File: config.mk
export PLATFORM = sky130hd
export DESIGN_NAME = serial_command_framer
export DESIGN_NICKNAME = d
export VERILOG_FILES = /design/src/rtl/scf_pkg.sv /design/src/rtl/serial_command_framer.sv /design/src/rtl/scf_decoder.sv /design/src/rtl/scf_out_buffer.sv
export SDC_FILE = /design/constraint.sdc
export NUM_CORES = 1
export LEC_CHECK = 0
export ABC_AREA = 1
export BUFFER_PORTS_ARGS = -buffer_cell sky130_fd_sc_hd__buf_2
export CAP_MARGIN = 10
export CORE_ASPECT_RATIO = 0.5
export CORE_MARGIN = 3
export CORE_UTILIZATION = 62
export DETAILED_ROUTE_END_ITERATION = 8
export GPL_TIMING_DRIVEN = 0
export PLACE_DENSITY = 0.83
export SLEW_MARGIN = 10
export SYNTH_ARGS = -nofsm -noshare
export SYNTH_HDL_FRONTEND = slang
export SYNTH_HIERARCHICAL = 1
export SYNTH_SLANG_ARGS = --single-unit
File: constraint.sdc
create_clock -name clk_i -period 3.61 [get_ports clk_i]
set_input_delay 0.1805 -clock clk_i [delete_from_list [all_inputs] [get_ports clk_i]]
set_output_delay 0.1805 -clock clk_i [all_outputs]
set_load 0.02 [all_outputs]
File: src/rtl/scf_pkg.sv
// Shared item types and command/event codes for the serial command framer.
`timescale 1ns / 1ps
`default_nettype none

package scf_pkg;

  // Command letters recognised in idle phase
  localparam logic [7:0] CmdReset  = 8'h52;  // 'R'
  localparam logic [7:0] CmdState  = 8'h53;  // 'S'
  localparam logic [7:0] CmdStart  = 8'h54;  // 'T'
  localparam logic [7:0] CmdResend = 8'h55;  // 'U'

  // Event codes carried in event_res
  localparam logic [2:0] EvNone   = 3'd0;
  localparam logic [2:0] EvReset  = 3'd1;
  localparam logic [2:0] EvResend = 3'd2;
  localparam logic [2:0] EvState  = 3'd3;
  localparam logic [2:0] EvByte   = 3'd4;
  localparam logic [2:0] EvDone   = 3'd5;
  localparam logic [2:0] EvLong   = 3'd6;
  localparam logic [2:0] EvZero   = 3'd7;

  // Link state reported for codes with no meaning
  localparam logic [2:0] LinkUnknown = 3'd6;

  typedef struct packed {
    logic [7:0] rx_byte;
    logic [2:0] link_state;
  } in_item_t;

  typedef struct packed {
    logic [2:0] event_res;
    logic [2:0] reported_state;
    logic [4:0] byte_index;
    logic [7:0] byte_value;
    logic [5:0] frame_length;
  } out_item_t;

endpackage

`default_nettype wire

File: src/rtl/serial_command_framer.sv
// Top level of the serial command framer: decoder and result buffer.
`timescale 1ns / 1ps
`default_nettype none

// Serial command framer. Each input item is one received byte with the current
// link state; each accepted item yields exactly one result item, in order. In
// idle phase 'R', 'U' and 'S' give reset, resend and state report events (link
// states 6 and 7 report as unknown), and 'T' opens a frame whose next byte is
// its length (1 to MAX_PAYLOAD, else a too-long or zero-length error event).
// The payload bytes then come out with their index, the last flagged as frame
// done with the length. Throughput is one item per clock while in_stall_o is
// low: the decode is a few byte compares and a counter step from the phase/
// length/count registers into the output register (the skid register if held).
// A skid register behind the output holds one more result, so input is only
// stalled once two results are waiting; in_stall_o is a register output.

module serial_command_framer #(
  parameter int MAX_PAYLOAD = 32
) (
  input  wire logic               clk_i,
  input  wire logic               rst_ni,
  input  wire logic               in_valid_i,
  output logic                    in_stall_o,
  input  wire scf_pkg::in_item_t  in_item_i,
  output logic                    out_valid_o,
  input  wire logic               out_stall_i,
  output scf_pkg::out_item_t      out_item_o
);

  logic               in_accept;
  logic               buf_full;
  scf_pkg::out_item_t result;

  // stall only when both result slots are taken
  assign in_stall_o = buf_full;
  assign in_accept  = in_valid_i && !buf_full;

  scf_decoder #(
    .MAX_PAYLOAD(MAX_PAYLOAD)
  ) u_decoder (
    .clk_i,
    .rst_ni,
    .accept_i (in_accept),
    .item_i   (in_item_i),
    .result_o (result)
  );

  scf_out_buffer u_out_buffer (
    .clk_i,
    .rst_ni,
    .push_i      (in_accept),
    .push_item_i (result),
    .full_o      (buf_full),
    .out_valid_o,
    .out_stall_i,
    .out_item_o
  );

endmodule

`default_nettype wire

File: src/rtl/scf_decoder.sv
// Command decoder and frame tracker: phase, length and count registers.
`timescale 1ns / 1ps
`default_nettype none

module scf_decoder #(
  parameter int MAX_PAYLOAD = 32
) (
  input  wire logic              clk_i,
  input  wire logic              rst_ni,
  input  wire logic              accept_i,
  input  wire scf_pkg::in_item_t item_i,
  output scf_pkg::out_item_t     result_o
);

  localparam int CntW = $clog2(MAX_PAYLOAD + 1);

  typedef enum logic [1:0] {
    PhIdle = 2'd0,
    PhLen  = 2'd1,
    PhData = 2'd2
  } phase_e;

  phase_e          phase_q, phase_d;
  logic [CntW-1:0] exp_q, exp_d;
  logic [CntW-1:0] cnt_q, cnt_d;

  logic [7:0] cnt_w, exp_w;
  logic       last_byte;

  assign cnt_w     = 8'(cnt_q);
  assign exp_w     = 8'(exp_q);
  assign last_byte = ((CntW + 1)'(cnt_q) + (CntW + 1)'(1)) >= {1'b0, exp_q};

  always_comb begin
    phase_d  = phase_q;
    exp_d    = exp_q;
    cnt_d    = cnt_q;
    result_o = '0;
    case (phase_q)
      PhLen: begin
        if ({1'b0, item_i.rx_byte} > 9'(MAX_PAYLOAD)) begin
          result_o.event_res = scf_pkg::EvLong;
          phase_d            = PhIdle;
        end else if (item_i.rx_byte == 8'd0) begin
          result_o.event_res = scf_pkg::EvZero;
          phase_d            = PhIdle;
        end else begin
          exp_d   = CntW'(item_i.rx_byte);
          cnt_d   = '0;
          phase_d = PhData;
        end
      end
      PhData: begin
        result_o.byte_index = cnt_w[4:0];
        result_o.byte_value = item_i.rx_byte;
        if (last_byte) begin
          result_o.event_res    = scf_pkg::EvDone;
          result_o.frame_length = exp_w[5:0];
          cnt_d                 = '0;
          phase_d               = PhIdle;
        end else begin
          result_o.event_res = scf_pkg::EvByte;
          cnt_d              = cnt_q + CntW'(1);
        end
      end
      default: begin
        // idle, and the unused phase code behaves as idle
        phase_d = PhIdle;
        case (item_i.rx_byte)
          scf_pkg::CmdReset:  result_o.event_res = scf_pkg::EvReset;
          scf_pkg::CmdResend: result_o.event_res = scf_pkg::EvResend;
          scf_pkg::CmdState: begin
            result_o.event_res      = scf_pkg::EvState;
            result_o.reported_state = (item_i.link_state inside {[3'd0:3'd5]}) ?
                                      item_i.link_state : scf_pkg::LinkUnknown;
          end
          scf_pkg::CmdStart: begin
            phase_d = PhLen;
            exp_d   = '0;
          end
          default: ;
        endcase
      end
    endcase
  end

  always_ff @(posedge clk_i or negedge rst_ni) begin
    if (!rst_ni) begin
      phase_q <= PhIdle;
      exp_q   <= '0;
      cnt_q   <= '0;
    end else if (accept_i) begin
      phase_q <= phase_d;
      exp_q   <= exp_d;
      cnt_q   <= cnt_d;
    end
  end

  a_count_below_length: assert property (@(posedge clk_i) disable iff (!rst_ni)
    (phase_q == PhData) |-> (cnt_q < exp_q))
    else $error("payload count reached frame length");

  a_data_events: assert property (@(posedge clk_i) disable iff (!rst_ni)
    (accept_i && phase_q == PhData) |->
      (result_o.event_res == scf_pkg::EvByte || result_o.event_res == scf_pkg::EvDone))
    else $error("payload byte without byte or done event");

  a_zero_length_aborts: assert property (@(posedge clk_i) disable iff (!rst_ni)
    (accept_i && phase_q == PhLen && item_i.rx_byte == 8'd0) |=> (phase_q == PhIdle))
    else $error("zero length did not return to idle");

endmodule

`default_nettype wire

File: src/rtl/scf_out_buffer.sv
// Two-entry result buffer: output register plus skid register.
`timescale 1ns / 1ps
`default_nettype none

module scf_out_buffer (
  input  wire logic               clk_i,
  input  wire logic               rst_ni,
  input  wire logic               push_i,
  input  wire scf_pkg::out_item_t push_item_i,
  output logic                    full_o,
  output logic                    out_valid_o,
  input  wire logic               out_stall_i,
  output scf_pkg::out_item_t      out_item_o
);

  logic               out_valid_q, out_valid_d;
  logic               sk_valid_q, sk_valid_d;
  scf_pkg::out_item_t out_q, out_d;
  scf_pkg::out_item_t sk_q, sk_d;
  logic               pop;

  assign pop = out_valid_q && !out_stall_i;

  always_comb begin
    out_valid_d = out_valid_q;
    sk_valid_d  = sk_valid_q;
    out_d       = out_q;
    sk_d        = sk_q;
    if (pop || !out_valid_q) begin
      // output register is free this cycle: skid entry goes first
      if (sk_valid_q) begin
        out_d       = sk_q;
        out_valid_d = 1'b1;
        sk_valid_d  = push_i;
        sk_d        = push_item_i;
      end else begin
        out_d       = push_item_i;
        out_valid_d = push_i;
      end
    end else if (push_i) begin
      sk_d       = push_item_i;
      sk_valid_d = 1'b1;
    end
  end

  always_ff @(posedge clk_i or negedge rst_ni) begin
    if (!rst_ni) begin
      out_valid_q <= 1'b0;
      sk_valid_q  <= 1'b0;
    end else begin
      out_valid_q <= out_valid_d;
      sk_valid_q  <= sk_valid_d;
    end
  end

  always_ff @(posedge clk_i) begin
    out_q <= out_d;
    sk_q  <= sk_d;
  end

  assign full_o      = sk_valid_q;
  assign out_valid_o = out_valid_q;
  assign out_item_o  = out_q;

  a_skid_behind_output: assert property (@(posedge clk_i) disable iff (!rst_ni)
    sk_valid_q |-> out_valid_q)
    else $error("skid entry held with output register empty");

  a_skid_moves_up: assert property (@(posedge clk_i) disable iff (!rst_ni)
    (pop && sk_valid_q) |=> (out_valid_q && out_q == $past(sk_q)))
    else $error("skid entry lost on output pop");

  a_skid_fills_on_stall: assert property (@(posedge clk_i) disable iff (!rst_ni)
    $rose(sk_valid_q) |-> $past(out_valid_q && out_stall_i && push_i))
    else $error("skid filled while output was free");

endmodule

`default_nettype wire
==> run metrics, run 1 <==
max-cap viol count=0; CP Data Required Time=between 3 and 4 ns; DR vias/cell=about 5.3; clock slew at reported path FFs=0.07 ns; PnR worst setup slack=approximately 0.60 ns; Cells after Synth=between 300 and 400; core area=about 0.0047 mm^2; synthesized flop and latch total=66; grt met3 use=0.0723; syn_nets=about 380; RR Startpoint=u_decoder/cnt_q[0]; cell area after placement=~0.0035 mm^2; worst slew pin tran=1.10 ns; period utilisation layout=0.835; fin util=0.791; Mean Syn Cell Area=approximately 9 um^2; Pins Over Slew Limit=0; Initial Util=0.688; gr busiest metal=met2; global-route wire length before repair=between 10,000 and 15,000 um; final net count=430; CTS tree=done; number of antenna violations at the first check in global routing=0; Final Hold Fails=0; Num CTS Buffers=9; status=finished, final reports clean; DRT Pass-1 Iters=5; CTS Buffer Depth=2; setup TNS=0 ns; largest net degree at the start of global routing=29; drt wl/cell=approximately 14 um; Worst Setup Path Type=flip-flop to flip-flop; share of cells above drive strength 1=0.192; routed via count=2,518; vias in the first global route=2,321; dpl cells=460; Layout area overhead=15.1%; I/O Pins=42; r2r worst-path depth=17; Sinks on Clock Net=66; synth unique cells=28; pwr/cell area=approximately 630 mW/mm^2; crit path DAT=between 3 and 4 ns; gr usage total=0.232; Critical Path Source Type=flip-flop; num rows=17; hold slack=about 0.13 ns; Final GP Congestion=0.819; Post-Place Worst Slack=about 0.7 ns; sequential-to-total area share from yosys stat=0.586; Setup violations, final=0; H-Tree Depth=3; Leakage=~1.9 nW; Antenna Nets Post-Route=0; HP Class=primary input to flip-flop; Post-CTS Setup Bufs=0; Worst setup endpoint=u_out_buffer/out_item_o[22]; RSZ-0062 raised after global routing=false; final WL=6630 um; chip height=approximately 57 um; final clock skew=between 0.005 and 0.006 ns; Antenna Cells=0; Post-Syn Area=approximately 0.0032 mm^2; worst r2r dst=u_out_buffer/out_item_o[22]; Critical Path Source=u_decoder/cnt_q[0]; non-filler instance count after layout=477; met2 Use GR=0.355; Final Instance Area=about 0.0037 mm^2; relative slew slack=0.268; met1 Usage GRT=0.328; Worst Path Max Fanout=8; Final Power=2.34 mW; Peak VDD IR=0.325 mV; die area=just over 0.006 mm^2; Port Buffer Count=a little over 40; die width=approximately 110 um; Iter 0 DRT Violations=~170; Final HPWL DP=around 5000 um; GRT Residual Overflow=0; Ys Warns=6; clock root buffer=clkbuf_8; flop-to-flop setup slack=0.60 ns; worst skew pair latency=approximately 0.33 ns; Setup crit end kind=flip-flop; min Tclk post-route=3.01 ns; maximum clock rate=332 MHz; Remaining DRCs=0
[placed cells by master, fill, tap and decap left out, drive strengths merged]
| cell type | synthesis | layout |
|---|---|---|
| xor2 | 2 | 2 |
| and3 | 2 | 2 |
| clkinvlp | 0 | 1 |
| nand3 | 8 | 8 |
| dlygate4sd3 | 0 | 1 |
| clkinv | 0 | 4 |
| ha | 9 | 9 |
| nor3 | 1 | 1 |
| nor2 | 24 | 24 |
| bufinv | 0 | 1 |
| o211ai | 1 | 1 |
| dfrtp | 16 | 16 |
| nand3b | 1 | 1 |
| inv | 46 | 47 |
| buf | 7 | 48 |
| xnor2 | 1 | 1 |
| nand2 | 158 | 158 |
| edfxtp | 50 | 50 |
| o21a | 1 | 1 |
| clkbuf | 3 | 12 |
| o21ai | 8 | 8 |
| nand4 | 14 | 14 |
| a21oi | 1 | 1 |
[synth_stat cells (all sizes together)]
library cell  count  area (um^2)
nand2           158          611
edfxtp           50         1500
inv              46          173
nor2             24          100
dfrtp            16          400
nand4            14         87.6
ha                9          113
nand3             8         45.0
o21ai             8         55.0
buf               7         62.6
clkbuf            3         11.3
and3              2         12.5
xor2              2         17.5
a21oi             1         16.3
nand3b            1         7.51
nor3              1         10.0
o211ai            1         7.51
o21a              1         7.51
xnor2             1         8.76
[final cells by class]
| cell class | count | area, um^2 |
|---|---|---|
| clock buffers | 9 | 124 |
| well taps | 66 | 82.6 |
| inverters | 46 | 173 |
| plain buffers | 10 | 73.8 |
| multi-input cells | 231 | 1100 |
| repair buffers | 42 | 215 |
| fillers | 303 | 985 |
| clock inverters | 7 | 68.8 |
| flip-flops and latches | 66 | 1900 |
[metal layers]
metal,vias to the layer above,part of all wire
li1,1237,-
met1,1178,0.47
met2,96,0.45
met3,7,0.078
met4,0,0.0072
met5,-,0
[critical path: stages, from the launching register on]
cell and delay [ns]:
dfrtp_1 0.46, ha_1 0.27, nand3_1 0.14, xor2_1 0.16, inv_1 0.08, ha_1 0.29, nand2_1 0.06, nand2_1 0.04
nand2_1 0.05, nand2_1 0.05, nor2_1 0.43, nand2_1 0.11, nand2_1 0.22, nand2_1 0.08, nand2_1 0.06, nand2_1 0.10
nand2_1 0.10, nand2_1 0.06
[kinds of logic after synthesis]
| logic type | synth area share |
|---|---|
| simple gates | 0.269 |
| flops | 0.586 |
| buf+inv | 0.0759 |
| compound gates | 0.0266 |
| fa+ha+maj | 0.0347 |
| xor+xnor | 0.00809 |
[report_power, final]
part / internal (mW) / switching [mW] / total (mW)
clock: 0.317 / 0.275 / 0.593
sequential: 1.10 / 0.0562 / 1.15
combinational: 0.166 / 0.426 / 0.592
[worst min-delay path by stage]
stage / from / slack [ns] / depth (start not counted) / end
after floorplan: rst_ni / -0.12 / 0 / u_decoder/cnt_q[0]
after global placement: rst_ni / 0.12 / 1 / u_out_buffer/full_o
after detailed placement: rst_ni / 0.13 / 1 / u_decoder/cnt_q[1]
after CTS: out_stall_i / 0.11 / 3 / u_out_buffer/full_o
after global routing: out_stall_i / 0.14 / 3 / u_out_buffer/full_o
final: out_stall_i / 0.13 / 3 / u_out_buffer/full_o
[what timing repair did]
item / CTS / global route
gates resized for setup: 0 / 0
hold endpoints to repair: 16 / 0
hold buffers: 1 / 0
[sequential cells by signal (all words and copies together) (netlist names)]
signal	flops
u_decoder/phase_q	2
u_out_buffer/out_valid_o	1
u_out_buffer/sk_q	25
u_out_buffer/full_o	1
u_decoder/exp_q	6
u_out_buffer/out_item_o	25
u_decoder/cnt_q	6
(Power assumes the default switching activity.)
==> inputs of run 2 (changes only) <==
--- a/config.mk
+++ b/config.mk
@@ -10,10 +10,10 @@
 export CAP_MARGIN = 10
 export CORE_ASPECT_RATIO = 0.5
 export CORE_MARGIN = 3
-export CORE_UTILIZATION = 62
+export CORE_UTILIZATION = 57
 export DETAILED_ROUTE_END_ITERATION = 8
 export GPL_TIMING_DRIVEN = 0
-export PLACE_DENSITY = 0.83
+export PLACE_DENSITY = 0.77
 export SLEW_MARGIN = 10
 export SYNTH_ARGS = -nofsm -noshare
 export SYNTH_HDL_FRONTEND = slang
==> constraint.sdc (replaced) <==
create_clock -name clk_i -period 2.96 [get_ports clk_i]
set_input_delay 0.148 -clock clk_i [delete_from_list [all_inputs] [get_ports clk_i]]
set_output_delay 0.148 -clock clk_i [all_outputs]
set_load 0.02 [all_outputs]
==> run metrics, run 2 (same netlist as run 1, synthesis figures left out) <==
clock slew at reported path FFs=0.06 ns (about the same); DR vias/cell=5.40 (+2.2%); CP Data Required Time=3.04 ns (-0.66 ns); Setup violations, final=0 (unchanged); PnR worst setup slack=0.204 ns (-0.393 ns); Pins Over Slew Limit=0 (unchanged); Final Hold Fails=0 (unchanged); fin util=0.742 (-0.0495); grt met3 use=0.0744 (+0.00210); pwr/cell area=826 mW/mm^2 (+32%); Leakage=1.92 nW (+2.8%); setup TNS=0 ns (unchanged); sw frac=0.310 (-0.0140); number of antenna violations at the first check in global routing=0 (unchanged); Remaining DRCs=0 (unchanged); GRT Residual Overflow=0 (unchanged); CP delay by family, top=simple AND/OR/NAND/NOR gates; num rows=18 (+1); r2r worst-path depth=17 (unchanged); die width=113 um (+4.1%); Layout area overhead=18.9%; sequential power share=0.441 (-0.052); gr busiest metal=met2; CP Depth=17 (unchanged); HP Class=primary input to flip-flop; Post-CTS Setup Bufs=0 (unchanged); Crit path top cell by count=nand2_1; Initial Util=0.624 (-0.0635); Final GP Congestion=0.853 (+4.2%); RSZ-0062 raised after global routing=false; min Tclk post-route=2.76 ns (-0.257 ns); crit path DAT=2.84 ns (-0.26 ns); maximum clock rate=363 MHz (+9.3%); drt wl/cell=14.6 um (+5.3%); final clock skew=0.00481 ns (-0.000192 ns); Peak VDD IR=0.615 mV (+90%); worst skew pair latency=0.33 ns (about the same); met2 Use GR=0.366 (+0.0110); clock root buffer=clkbuf_16; Critical Path Max Stage Delay=0.47 ns (about the same); hold depth=3 (unchanged); largest net degree at the start of global routing=29 (unchanged); Setup crit end kind=flip-flop; global-route wire length before repair=11,500 um (+4.7%); status=finished, final reports clean; Post-Place Worst Slack=0.0989 ns (-0.610 ns); Critical Path Source Type=flip-flop; CP cell instances=ha_1 -> nand3_1 -> xor2_1 -> inv_1 -> ha_1 -> nand2_1 -> nand2_1 -> nand2_1 -> nand2_1 -> nor2_4 -> nand2_1 -> nand2_1 -> nand2_1 -> nand2_1 -> nand2_1 -> nand2_1 -> nand2_1; core area=0.00520 mm^2 (+10%); Final HPWL DP=4860 um (-2.1%); Num CTS Buffers=9 (unchanged); Antenna Cells=0 (unchanged); commonest non-fill, non-tap cell in the layout=nand2_1; met1 Usage GRT=0.299 (-0.0295); clock power share=0.331 (+0.077); Sinks on Clock Net=66 (unchanged); H-Tree Depth=3 (unchanged); relative slew slack=0.244 (-0.0232); CTS Buffer Depth=2 (unchanged); most frequent cells in the layout=nand2_1, edfxtp_1, inv_1; Iter 0 DRT Violations=302 (+81%); vias in the first global route=2,435 (+4.9%); share of cells above drive strength 1=0.197 (+0.00487); Int Power=2.20 mW (+39%); Antenna Nets Post-Route=0 (unchanged); DRT Pass-1 Iters=6 (+1); Worst Setup Path Type=flip-flop to flip-flop; Logic pwr share=0.228 (-0.025); worst slew pin tran=1.13 ns (+0.0347 ns); final net count=430 (unchanged); CTS tree=done; WP buf/inv=1 (unchanged); P_sw=989 uW (+31%); routed via count=2,596 (+3.1%); Worst Path Max Fanout=8 (unchanged); die area=0.00669 mm^2 (+8.1%); period utilisation layout=0.931 (+0.0964); Port Buffer Count=41 (unchanged); Worst path slowest cell=dfrtp_1; gr usage total=0.227 (-0.00523); final WL=7050 um (+6.2%); max-cap viol count=0 (unchanged); I/O Pins=42 (unchanged); Final Power=3.19 mW (+36%); chip height=59.4 um (+3.8%)
-- run 2: what timing repair did --
item / CTS / global route
hold buffers: 1 / 0
setup endpoints to repair: 0 / 8
gates resized for setup: 0 / 2
endpoints found under the hold margin: 16 / 0
-- run 2: per-stage QoR --
step | area [um^2] | instances | hold WS, ns
final | 3860 | 481 | 0.0838
after global routing | 3860 | 481 | 0.102
after CTS | 3850 | 481 | 0.0714
after detailed placement | 3540 | 464 | 0.0887
after global placement | 3540 | 464 | 0.0844
after floorplan | 3250 | 353 | -0.148
-- run 2: final timing paths --
kind	start	to	slack, ns
max	u_decoder/cnt_q[0]	u_out_buffer/out_item_o[22]	0.20
min	out_stall_i	u_out_buffer/full_o	0.08
max reg2reg	u_decoder/cnt_q[0]	u_out_buffer/out_item_o[22]	0.20
min reg2reg	u_decoder/exp_q[5]	u_decoder/exp_q[5]	0.47
max in group asynchronous	rst_ni	u_decoder/exp_q[3]	2.39
min in group asynchronous	rst_ni	u_decoder/cnt_q[1]	0.29
-- run 2: cell type report --
cell class	instances	area, um^2
Timing Repair Buffer	42	215
Clock inverter	7	77.6
Sequential cell	66	1900
Buffer	10	73.8
Fill cell	361	1340
Inverter	46	173
Clock buffer	9	225
Multi-Input combinational cell	231	1110
Tap cell	70	87.6
-- run 2: power by group through the flow --
stage                     sequential, mW  combinational [mW]  clock, mW
final                               1.40               0.727       1.06
after detailed placement            1.42               0.717          0
after global routing                1.43               0.783       1.12
after CTS                           1.41               0.725       1.07
after global placement              1.41               0.706          0
after floorplan                     1.61               0.299          0
-- run 2: routing by layer --
layer  part of all wire  up-vias  wire, um
li1                   -     1235         -
met1               0.45     1238      3140
met2               0.47      117      3290
met3              0.081        6       572
met4             0.0057        0        40
met5                  0        -         0
-- run 2: worst reg2reg max path: stages, from the launching register on --
cell and delay, ns:
dfrtp_1 0.47, ha_1 0.28, nand3_1 0.15, xor2_1 0.17, inv_1 0.09, ha_1 0.29
nand2_1 0.06, nand2_1 0.04, nand2_1 0.05, nand2_1 0.08, nor2_4 0.18, nand2_1 0.08
nand2_1 0.21, nand2_1 0.08, nand2_1 0.07, nand2_1 0.09, nand2_1 0.08, nand2_1 0.04
